File: config.mk
export PLATFORM = sky130hd
export DESIGN_NAME = gbdt_ctrl
export DESIGN_NICKNAME = d
export VERILOG_FILES = /design/src/gbdt_pkg.sv /design/src/gbdt_ctrl.sv
export SDC_FILE = /design/constraint.sdc
export NUM_CORES = 1
export LEC_CHECK = 0
export ABC_AREA = 1
export BUFFER_PORTS_ARGS = -buffer_cell sky130_fd_sc_hd__buf_2
export CORE_MARGIN = 3
export CORE_UTILIZATION = 35
export CTS_CLUSTER_DIAMETER = 150
export CTS_CLUSTER_SIZE = 30
export DETAILED_ROUTE_END_ITERATION = 8
export PLACE_DENSITY_LB_ADDON = 0.12
export SYNTH_ARGS = -nofsm -noshare
export SYNTH_HDL_FRONTEND = slang
export SYNTH_SLANG_ARGS = --single-unit
File: constraint.sdc
create_clock -name i_clk -period 3.7 [get_ports i_clk]
set_input_delay 0.74 -clock i_clk [delete_from_list [all_inputs] [get_ports i_clk]]
set_output_delay 0.74 -clock i_clk [all_outputs]
set_load 0.01 [all_outputs]
File: src/gbdt_pkg.sv
`default_nettype none
package gbdt_pkg;

    // Width of a vertex index on the ports.
    localparam int VTX_W = 6;
    // Width of the vertex count register.
    localparam int CNT_W = 7;
    // Vertex count after reset.
    localparam logic [CNT_W-1:0] VCOUNT_RST = 7'd64;

    typedef enum logic [1:0] {
        OP_ADD   = 2'd0,
        OP_QUERY = 2'd1,
        OP_BFS   = 2'd2,
        OP_DFS   = 2'd3
    } t_op;

    // Commands from the controller to the datapath.
    typedef struct packed {
        logic capture;      // latch the request fields
        logic adj_rd_u;     // read adjacency row of the source vertex
        logic adj_wr;       // write back row with the new edge set
        logic query_eval;   // take the edge bit as the answer
        logic set_fail;     // answer is failure
        logic search_init;  // clear marks, seed the store with the start
        logic store_rd_head;// read queue head, advance head
        logic store_rd_top; // read top of stack
        logic adj_rd_x;     // read adjacency row of the vertex just read
        logic scan_push;    // mark lowest fresh neighbour, push it
        logic pop;          // drop top of stack
        logic pend_u;       // hold start vertex as next result
        logic pend_x;       // hold vertex just read as next result
        logic pend_w;       // hold lowest fresh neighbour as next result
        logic emit_resp;    // load add, query or failure answer into output
        logic emit_final;   // load held vertex as final result
    } t_cmd;

    // Status from the datapath to the controller.
    typedef struct packed {
        t_op  op;
        logic edge_ok;      // both vertices in range
        logic start_ok;     // start vertex in range
        logic head_lt_tail;
        logic tail_zero;
        logic fresh_any;
        logic pend_valid;
        logic out_free;
    } t_sts;

endpackage
`default_nettype wire

File: src/gbdt_ctrl.sv
`default_nettype none
module gbdt_ctrl (
    input  wire logic            i_clk,
    input  wire logic            i_rst_n,
    input  wire logic            i_in_valid,
    output logic                 o_in_stall,
    input  wire gbdt_pkg::t_sts  i_sts,
    output gbdt_pkg::t_cmd       o_cmd
);

    typedef enum logic [11:0] {
        S_IDLE      = 12'b0000_0000_0001,
        S_DECODE    = 12'b0000_0000_0010,
        S_EDGE_WAIT = 12'b0000_0000_0100,
        S_RESP      = 12'b0000_0000_1000,
        S_B_POP     = 12'b0000_0001_0000,
        S_B_ROW1    = 12'b0000_0010_0000,
        S_B_ROW2    = 12'b0000_0100_0000,
        S_B_SCAN    = 12'b0000_1000_0000,
        S_D_TOP     = 12'b0001_0000_0000,
        S_D_ROW1    = 12'b0010_0000_0000,
        S_D_ROW2    = 12'b0100_0000_0000,
        S_FINISH    = 12'b1000_0000_0000
    } t_state;

    t_state r_state;
    t_state n_state;
    logic   can_hand_on;

    // A new result may be held only if the previous one can move to the output.
    assign can_hand_on = !i_sts.pend_valid || i_sts.out_free;

    always_comb begin
        n_state = r_state;
        o_cmd   = '0;
        case (r_state)
            S_IDLE: begin
                if (i_in_valid) begin
                    o_cmd.capture = 1'b1;
                    n_state = S_DECODE;
                end
            end
            S_DECODE: begin
                if (i_sts.op == gbdt_pkg::OP_ADD || i_sts.op == gbdt_pkg::OP_QUERY) begin
                    if (i_sts.edge_ok) begin
                        o_cmd.adj_rd_u = 1'b1;
                        n_state = S_EDGE_WAIT;
                    end else begin
                        o_cmd.set_fail = 1'b1;
                        n_state = S_RESP;
                    end
                end else if (!i_sts.start_ok) begin
                    o_cmd.set_fail = 1'b1;
                    n_state = S_RESP;
                end else if (i_sts.op == gbdt_pkg::OP_DFS) begin
                    o_cmd.search_init = 1'b1;
                    o_cmd.pend_u = 1'b1;
                    n_state = S_D_TOP;
                end else begin
                    o_cmd.search_init = 1'b1;
                    n_state = S_B_POP;
                end
            end
            S_EDGE_WAIT: begin
                if (i_sts.op == gbdt_pkg::OP_ADD) begin
                    o_cmd.adj_wr = 1'b1;
                end else begin
                    o_cmd.query_eval = 1'b1;
                end
                n_state = S_RESP;
            end
            S_RESP: begin
                if (i_sts.out_free) begin
                    o_cmd.emit_resp = 1'b1;
                    n_state = S_IDLE;
                end
            end
            S_B_POP: begin
                if (i_sts.head_lt_tail) begin
                    o_cmd.store_rd_head = 1'b1;
                    n_state = S_B_ROW1;
                end else begin
                    n_state = S_FINISH;
                end
            end
            S_B_ROW1: begin
                o_cmd.adj_rd_x = 1'b1;
                n_state = S_B_ROW2;
            end
            S_B_ROW2: begin
                if (can_hand_on) begin
                    o_cmd.pend_x = 1'b1;
                    n_state = S_B_SCAN;
                end
            end
            S_B_SCAN: begin
                if (i_sts.fresh_any) begin
                    o_cmd.scan_push = 1'b1;
                end else begin
                    n_state = S_B_POP;
                end
            end
            S_D_TOP: begin
                if (i_sts.tail_zero) begin
                    n_state = S_FINISH;
                end else begin
                    o_cmd.store_rd_top = 1'b1;
                    n_state = S_D_ROW1;
                end
            end
            S_D_ROW1: begin
                o_cmd.adj_rd_x = 1'b1;
                n_state = S_D_ROW2;
            end
            S_D_ROW2: begin
                if (i_sts.fresh_any) begin
                    if (can_hand_on) begin
                        o_cmd.scan_push = 1'b1;
                        o_cmd.pend_w = 1'b1;
                        n_state = S_D_TOP;
                    end
                end else begin
                    o_cmd.pop = 1'b1;
                    n_state = S_D_TOP;
                end
            end
            S_FINISH: begin
                if (i_sts.out_free) begin
                    o_cmd.emit_final = 1'b1;
                    n_state = S_IDLE;
                end
            end
            default: begin
                n_state = S_IDLE;
            end
        endcase
    end

    always_ff @(posedge i_clk) begin
        if (!i_rst_n) begin
            r_state <= S_IDLE;
        end else begin
            r_state <= n_state;
        end
    end

    assign o_in_stall = (r_state != S_IDLE);

endmodule
`default_nettype wire

-- Word-level counts from Yosys, hierarchy flattened
Cells that the tools add are included.
- register bits after elaboration: 12
- bits in latches: 0
- RAM bits: 0
- bits in read-only memories: 0
- input bits: 12
- output and inout port bits: 17
- logic and storage cells: 75
- memories: 0
- add/subtract/negate cells: 0
- multipliers: 0
- div/mod/pow operators: 0
- order comparisons: 0
- equality and inequality tests: 20
- shift-type cells: 0
- multiplexer cells: 47
- bitwise logic cells: 0
- reductions and logical operators: 7
- operators by type and width (kind ; number):
    $pmux 12 s11 ; 1
    $mux 12 ; 10
    $mux 1 ; 31
    $eq 12x1->1 const B ; 1
    $eq 12x10->1 const B ; 1
    $eq 12x11->1 const B ; 1
    $eq 12x12->1 const B ; 1
    $eq 12x2->1 const B ; 1
    $eq 12x3->1 const B ; 1
    $eq 12x4->1 const B ; 1
    $eq 12x5->1 const B ; 1
    $eq 12x6->1 const B ; 1
    $eq 12x7->1 const B ; 1
    $eq 12x8->1 const B ; 1
    $eq 12x9->1 const B ; 1
    $ne 12x1->1 const B ; 1
    $mux 9 ; 1
    $ne 2x2->1 const B ; 3
    $reduce_and 5->1 ; 1
    $mux 2 ; 2
    $mux 4 ; 1
    $reduce_or 2->1 ; 2
    $ne 3x3->1 const B ; 1
    $eq 2x1->1 const B ; 1
    other kinds (6) ; 7

-- Longest topological paths before layout
Gate-level depths: netlist of the first run.
- depth after elaboration: 5
- depth in mapped cells: 10
- mapped depth without buffers: 10

-- Worst setup path after synthesis of the first run
No wires, ideal clock.
- path type: input to output
- start: in i_sts[0] in the netlist's numbering
- end: out o_cmd[6] in the netlist's numbering
- data arrival time: 1.248 ns
- data required time: 2.960 ns
- slack: 1.712 ns
- cell stages on the path: 4
- buffers on the path: 0
- cells stage by stage: inv_1 > nand2_1 > inv_1 > o21ai_0
- RTL lines (what ; line ; text):
    from (decl) ; gbdt_ctrl.sv:7 ; input wire gbdt_pkg::t_sts i_sts,
    to (decl) ; gbdt_ctrl.sv:8 ; output gbdt_pkg::t_cmd o_cmd

==> results by group, run 1 <==
Outcome
  • Outcome: complete, no violations

Yosys
  • Compound-Gate Fraction of Synth Area: 3.17%
  • Synthesized Nets: 166
  • Synth Area in Simple Gates: 60.3%
  • Adder-cell share of the synthesized area: 0%
  • Post-Synthesis Cell Area: 946 sq um
  • Syn Inst Count: 154
  • Syn Area/Cell: 6.14 sq um
  • Synth warnings: 0
  • Netlist cell types: 19
  • Synth Register Bits: 12
  • Post-synthesis xor/xnor area fraction: 0%
  • Main combinational cell family by area after synthesis: simple AND/OR/NAND/NOR gates
  • Seq/Total Area, Yosys: 25.4%
  • Post-synthesis mux area share: 0%

Critical path
  • Setup crit start kind: flip-flop
  • Delay-heaviest family, CP: simple AND/OR/NAND/NOR gates
  • WP buf/inv: 2
  • WS Path Type: reg2out
  • Endpoint class of the critical path: primary output
  • Worst R2R End: r_state[3]$_SDFFE_PN0P_
  • FF-to-FF path depth: 10
  • Crit-path max cell delay: 0.36 ns
  • R2r setup slk: 2.25 ns
  • WP depth: 6
  • CP max stage cell: nor3_1
  • Worst EP arrival: 1.56 ns
  • Required time of the critical path: 2.96 ns
  • RR Startpoint: r_state[7]$_SDFFE_PN0P_
  • Critical-path maximum fanout: 4
  • Cell chain of the critical path: nor2_2 -> nand2_4 -> nor3_1 -> inv_1 -> nor2_1 -> buf_2

Clock tree
  • CTS tree: built
  • Clock latency on the worst-skew pair: 0.27 ns
  • Clk slew on worst S/H paths: 0.08 ns
  • Clock tree buffer depth: 2
  • Hold Buf Count CTS: 0
  • Clock Sinks: 12
  • CTS Root Cell: clkbuf_4
  • Total CTS buffers: 3
  • Post-CTS setup buffer count: 0
  • PostCTS Resize Cnt: 0
  • H-tree Lvls: 1

Hold path
  • Hold depth: 4
  • Hold Crit Class: reg2reg
  • Worst Hold Endpoint: r_state[3]$_SDFFE_PN0P_
  • Min-Delay Startpoint: r_state[3]$_SDFFE_PN0P_

Die
  • Die area: 3360 sq um
  • Rows: 18
  • Initial core utilization: 37.5%
  • I/O pin total: 29
  • Die X: 58.0 um
  • Core area: 2520 sq um
  • DIE HEIGHT: 58.0 um

Drt
  • Total Routed Length: 2400 um
  • Vias post-DR: 1010
  • First-pass detailed-route iteration total: 4
  • Number of nets with antenna violations after routing: 0
  • 1st-iter DRT viols: 35
  • Vias/cell: 4.70
  • Drc violations: 0
  • WL/cell: 11.2 um

Timing
  • Max-slew headroom: 75.4%
  • Final Cycle Share: 62.1%
  • Final hold vios: 0
  • Max Slew Vio Count: 0
  • Setup violations, final: 0
  • Setup Skew: 0.00247 ns
  • Setup TNS: 0 ns
  • Fin crit period: 2.30 ns
  • Fmax: 435 MHz
  • Measured slew at the worst slew-check pin: 0.366 ns
  • RSZ-0062 raised after global routing: false

Placed design
  • Port bufs: 28
  • GP Congestion: 0.849
  • Post-detail-place hpwl: 2010 um
  • Placed insts: 212

Cells and area
  • Biggest register: r_state
  • Filler instances: 284
  • Most frequent cells in the layout: nand2_1 (37), buf_2 (28), nor2_1 (27)
  • Area taken by multi-input logic gates: 601 sq um
  • Sequential cell area: 240 sq um
  • Share of layout cells above drive strength 1: 30.8%
  • ANT cells: 0
  • Layout area overhead: 21.2%
  • Max reg flops: 12
  • Biggest regs: r_state x12
  • Layout Nets: 199
  • Leading cell type in the layout, fill and taps excluded: nand2_1
  • Non-Filler Instances: 215

GRT
  • Tot GR Track Use: 15.9%
  • Vias in the first global route: 980
  • Largest net degree at the start of global routing: 11
  • First-pass GRT wire length: 4150 um
  • Initial antenna violation count: 0
  • Total gr overflow: 0

Power and ir drop
  • P_int: 326 uW
  • Sw Share: 49.6%
  • VDD IR max: 389 uV
  • Comb pwr share: 60.3%
  • Sequential share of power: 27.1%
  • NetSw: 321 uW
  • Clock power share: 12.6%
  • Static Leakage: 0.000680 uW
  • Pwr Density: 564 nW/um^2

Flow run
  • Max cap viols: 0
kinds of logic (layout without fill, tap and decap cells):
| kind of cell | count (synthesis) | in the layout |
|---|---|---|
| buffers and inverters | 28 | 59 |
| DFF | 12 | 12 |
| and+or+nand+nor | 109 | 109 |
| AOI/OAI and AO/OA | 5 | 5 |
cells in the mapped netlist:
library cell,n,area [sq um]
nor2_8,1,20.0
dfxtp_1,12,240
a21oi_1,1,5.00
nor2_1,27,101
inv_1,25,93.8
nor3_1,14,70.1
nand3_4,1,17.5
o31ai_1,2,15.0
nand4_1,2,12.5
nand3_2,2,20.0
nor2_2,5,31.3
nand2_1,37,139
nand2_4,4,45.0
nand3_1,5,25.0
inv_2,2,7.51
nor2_4,4,45.0
o21ai_0,2,10.0
nand2_2,7,43.8
clkinv_1,1,3.75
cell type report:
type / instances / share of cell area (%)
tap: 30 / 3.28
clock buffer: 3 / 1.97
timing repair buffer: 28 / 12.2
sequential: 12 / 21.0
multi-input combinational: 114 / 52.4
inverter: 28 / 9.17
how the worst max path moves through the flow:
stage,from,end,slack [ns]
floorplan,i_sts[0],o_cmd[6],1.71
global placement,i_sts[0],o_cmd[6],1.56
detailed placement,i_sts[0],o_cmd[6],1.52
CTS,r_state[7]$_SDFFE_PN0P_,o_cmd[8],1.35
global route,r_state[7]$_SDFFE_PN0P_,o_cmd[8],1.27
finish,r_state[7]$_SDFFE_PN0P_,o_cmd[8],1.40
per-layer routing:
metal	up-vias	part of all wire (%)	track usage, %
li1	537	-	-
met1	455	44	19.3
met2	16	52	28.7
met3	2	3.8	4.90
met4	0	0.50	0.993
met5	-	0	0
metrics by stage:
stage	total power [uW]	hold WS (ns)	util [%]	worst slack, ns	cell area (sq um)
2_1_floorplan	482	0.541	-	1.71	946
3_3_place_gp	566	0.571	44.5	1.56	1120
3_5_place_dp	573	0.576	44.5	1.52	1120
4_1_cts	658	0.588	45.4	1.35	1150
5_1_grt	714	0.622	45.4	1.27	1150
6_report	646	0.583	45.4	1.40	1150
power by group through the flow:
stage	registers, uW	clock network, uW	logic (uW)
detailed placement	178	0	395
finish	175	81.2	390
floorplan	175	0	307
global route	180	94.0	440
global placement	178	0	388
CTS	176	86.2	396
worst reg2reg max path: stages (launching register included):
cell	delay, ns
dfxtp_1	0.34
nor2_2	0.16
nand2_4	0.10
nor2_8	0.13
nand3_1	0.14
nand2_2	0.10
inv_2	0.05
nand3_4	0.14
nand2_1	0.07
nand2_1	0.07
nor2_2	0.03
(Power assumes the default switching activity.)
==> inputs of run 2 (changes only) <==
ABC_AREA = 0   (was 1)
clock period = 2.2 ns   (was 3.7 ns; I/O delays follow)
==> run 2 against run 1 <==
The run now ends with negative setup slack left. Global-route usage rose by 1.4 points. Sequential power rose by 43%. Combinational power fell by 34%. Sequential share of layout area fell by 2.4 points. Clock power rose by 120%. Register-to-register slack got worse by 2.0 ns. Core utilization rose by 13 points. Wire length rose by 23%. Final area rose by 19%. Synthesized cell count fell by 23%.
==> results by group, run 2 <==
Outcome
  • Outcome: finished, violations left (was complete, no violations)
  • Violated checks: negative setup slack

Critical path
  • R2r setup slk: 0.21 ns (was 2.25 ns)
  • Critical-path maximum fanout: 5 (was 4)
  • CP endpoint: o_cmd[1] (was o_cmd[8])
  • Endpoint class of the critical path: primary output (unchanged)
  • WS Path Type: reg2out (unchanged)
  • Worst setup startpoint: r_state[9]$_SDFFE_PN0P_ (was r_state[7]$_SDFFE_PN0P_)
  • RR Startpoint: r_state[3]$_SDFFE_PN0P_ (was r_state[7]$_SDFFE_PN0P_)
  • Worst R2R End: r_state[4]$_SDFFE_PN0P_ (was r_state[3]$_SDFFE_PN0P_)
  • Required time of the critical path: 1.76 ns (was 2.96 ns)
  • Setup crit start kind: flip-flop (unchanged)
  • FF-to-FF path depth: 7 (was 10)
  • Worst EP arrival: 1.81 ns (was 1.56 ns)

Die
  • Core area: 2340 sq um (was 2520 sq um)
  • Die area: 3250 sq um (was 3360 sq um)
  • Die X: 57.0 um (was 58.0 um)
  • Rows: 17 (was 18)
  • Initial core utilization: 38.9% (was 37.5%)
  • I/O pin total: 29 (unchanged)
  • DIE HEIGHT: 57.0 um (was 58.0 um)

Timing
  • Final hold vios: 0 (unchanged)
  • Max-slew headroom: 72.8% (was 75.4%)
  • Max Slew Vio Count: 0 (unchanged)
  • Fin crit period: 2.25 ns
  • Setup violations, final: 3 (was 0)
  • Measured slew at the worst slew-check pin: 0.402 ns (was 0.366 ns)
  • Fmax: 444 MHz
  • Final worst slack: -0.0533 ns (was 1.40 ns)
  • RSZ-0062 raised after global routing: true (was false)
  • Final Cycle Share: 102%
  • Setup Skew: 0.00319 ns (was 0.00247 ns)

Cells and area
  • Layout area overhead: 50.5% (was 21.2%)
  • Biggest regs: r_state x12 (unchanged)
  • Fin util: 58.5% (was 45.4%)
  • Area taken by multi-input logic gates: 708 sq um (was 601 sq um)
  • Share of layout cells above drive strength 1: 50.6% (was 30.8%)
  • Biggest register: r_state (unchanged)
  • Most frequent cells in the layout: buf_2 (28), buf_4 (20), nand2_1 (12) (was nand2_1 (37), buf_2 (28), nor2_1 (27))
  • Layout Nets: 179 (was 199)
  • ANT cells: 0 (unchanged)
  • Filler instances: 220 (was 284)
  • Max reg flops: 12 (unchanged)
  • Leading cell type in the layout, fill and taps excluded: buf_2 (was nand2_1)
  • Sequential cell area: 254 sq um (was 240 sq um)

Yosys
  • Synth async-reset ratio: 0% (unchanged)
  • Syn Inst Count: 118 (was 154)
  • Compound-Gate Fraction of Synth Area: 15.7% (was 3.17%)
  • Synth warnings: 0 (unchanged)
  • Main combinational cell family by area after synthesis: simple AND/OR/NAND/NOR gates (unchanged)
  • Synth Register Bits: 12 (unchanged)
  • Post-synthesis xor/xnor area fraction: 2.89% (was 0%)
  • Largest cells by area after synthesis: dfxtp_1 (26%), nor4_4 (7.0%), nor2_1 (6.2%) (was dfxtp_1 (25%), nand2_1 (15%), nor2_1 (11%))
  • Post-synth top cells: nor2_1 (15), nand2_1 (14), dfxtp_1 (12), o21ai_0 (8) (was nand2_1 (37), nor2_1 (27), inv_1 (25), nor3_1 (14), dfxtp_1 (12))
  • Post-synthesis mux area share: 0% (unchanged)
  • Post-synth top area share: 26.4% (was 25.4%)
  • Seq/Total Area, Yosys: 26.4% (was 25.4%)
  • Post-synth top area cell: dfxtp_1 (unchanged)
  • Count leader, synth: nor2_1 (was nand2_1)
  • Post-synth EDFFs: 0 (unchanged)
  • Syn Area/Cell: 7.71 sq um (was 6.14 sq um)
  • Post-Synthesis Cell Area: 910 sq um (was 946 sq um)
  • Synth Area in Simple Gates: 48.0% (was 60.3%)
  • Synthesized Nets: 130 (was 166)
  • Netlist cell types: 37 (was 19)
  • Adder-cell share of the synthesized area: 0% (unchanged)
  • Dominant synthesized flop cell: dfxtp_1 (unchanged)

Power and ir drop
  • VDD IR max: 321 uV (was 389 uV)
  • Static Leakage: 0.000637 uW (was 0.000680 uW)
  • Pwr Density: 504 nW/um^2 (was 564 nW/um^2)
  • Pwr Total: 690 uW (was 646 uW)

Placed design
  • Port bufs: 28 (unchanged)
  • Post-detail-place hpwl: 2040 um (was 2010 um)
  • GP Congestion: 0.883 (was 0.849)
  • Place WS: 0.0981 ns (was 1.52 ns)

Drt
  • Total Routed Length: 2950 um (was 2400 um)
  • Vias post-DR: 1083 (was 1010)
  • First-pass detailed-route iteration total: 4 (unchanged)
  • 1st-iter DRT viols: 31 (was 35)
  • Vias/cell: 5.58 (was 4.70)
  • WL/cell: 15.2 um (was 11.2 um)
  • Drc violations: 0 (unchanged)
  • Number of nets with antenna violations after routing: 0 (unchanged)

Hold path
  • Hold Crit Class: in2reg (was reg2reg)
  • Min-Delay Startpoint: i_sts[3] (was r_state[3]$_SDFFE_PN0P_)

GRT
  • First-pass GRT wire length: 4460 um (was 4150 um)
  • Tot GR Track Use: 17.3% (was 15.9%)
  • Vias in the first global route: 969 (was 980)
  • Initial antenna violation count: 0 (unchanged)
  • Total gr overflow: 0 (unchanged)
  • Largest net degree at the start of global routing: 13 (was 11)

Clock tree
  • CTS Root Cell: clkbuf_4 (unchanged)
  • H-tree Lvls: 1 (unchanged)
  • Clock tree buffer depth: 2 (unchanged)
  • Clock latency on the worst-skew pair: 0.27 ns (about the same)
  • Clock Sinks: 12 (unchanged)
  • Hold Buf Count CTS: 0 (unchanged)
  • CTS tree: built (unchanged)
  • Total CTS buffers: 3 (unchanged)
  • Clk slew on worst S/H paths: 0.08 ns (about the same)

Flow run
  • Max cap viols: 0 (unchanged)
[run 2: changes by cell type after synthesis, sizes merged, moves of 5 or more]
| cell | previous run | this run |
|---|---|---|
| buf | 0 | 5 |
| inv | 27 | 6 |
| nand2 | 48 | 15 |
| nor2 | 37 | 15 |
| nor3 | 14 | 5 |
| nor4 | 0 | 7 |
| nor4b | 0 | 6 |
| o21ai | 2 | 10 |
[run 2: power by group]
part           switching, uW  leakage (uW)  internal, uW
combinational            135      0.000516           124
clock                   79.9     0.0000210           101
sequential              24.3     0.0000999           227
[run 2: cell type report]
type,instances,area share [%]
Inverter,6,1.65
Sequential cell,12,18.6
Tap cell,28,2.56
Multi-Input combinational cell,94,51.7
Timing Repair Buffer,50,22.9
Clock buffer,4,2.65
[run 2: how the worst min path moves through the flow]
stage          depth (start not counted)  slack (ns)                       end
4_1_cts                                2        0.35   r_state[9]$_SDFFE_PN0P_
3_5_place_dp                           2        0.54  r_state[10]$_SDFFE_PN0P_
3_3_place_gp                           2        0.53  r_state[10]$_SDFFE_PN0P_
6_report                               2        0.35   r_state[9]$_SDFFE_PN0P_
2_1_floorplan                          2        0.51  r_state[10]$_SDFFE_PN0P_
5_1_grt                                2        0.36   r_state[9]$_SDFFE_PN0P_
[run 2: routing by layer]
metal  up-vias  global-route usage [%]  wire length [um]
met5         -                       0                 0
met4         0                    9.60               102
met3        10                    2.49               142
met2        35                    27.1              1450
met1       509                    22.8              1250
li1        529                       -                 -
[run 2: stage by stage]
step | instance area, sq um | hold slack [ns] | std cells | TNS [ns]
after floorplan | 910 | 0.505 | 118 | 0
after global placement | 1110 | 0.531 | 177 | 0
after detailed placement | 1110 | 0.544 | 177 | 0
after CTS | 1210 | 0.347 | 185 | -0.148
after global routing | 1370 | 0.364 | 194 | -0.854
final | 1370 | 0.352 | 194 | -0.141
[run 2: logic make-up (layout without fill, tap and decap cells)]
group | count (synthesis) | count (layout)
compound gates | 21 | 21
xor+xnor | 3 | 3
buf+inv | 12 | 60
flops | 12 | 12
simple gates | 70 | 70
[run 2: what timing repair did]
action	CTS	global route
buffers inserted	4	9
pin swaps	6	6
gates cloned	0	0
endpoints found under the setup margin	7	13
resized for setup	9	21
[run 2: critical path, stage by stage, from the launching register on]
cell     delay [ns]
dfxtp_4        0.37
nor4_4         0.30
nand2_2        0.10
buf_4          0.15
buf_6          0.10
buf_4          0.13
nor4_2         0.22
buf_2          0.16
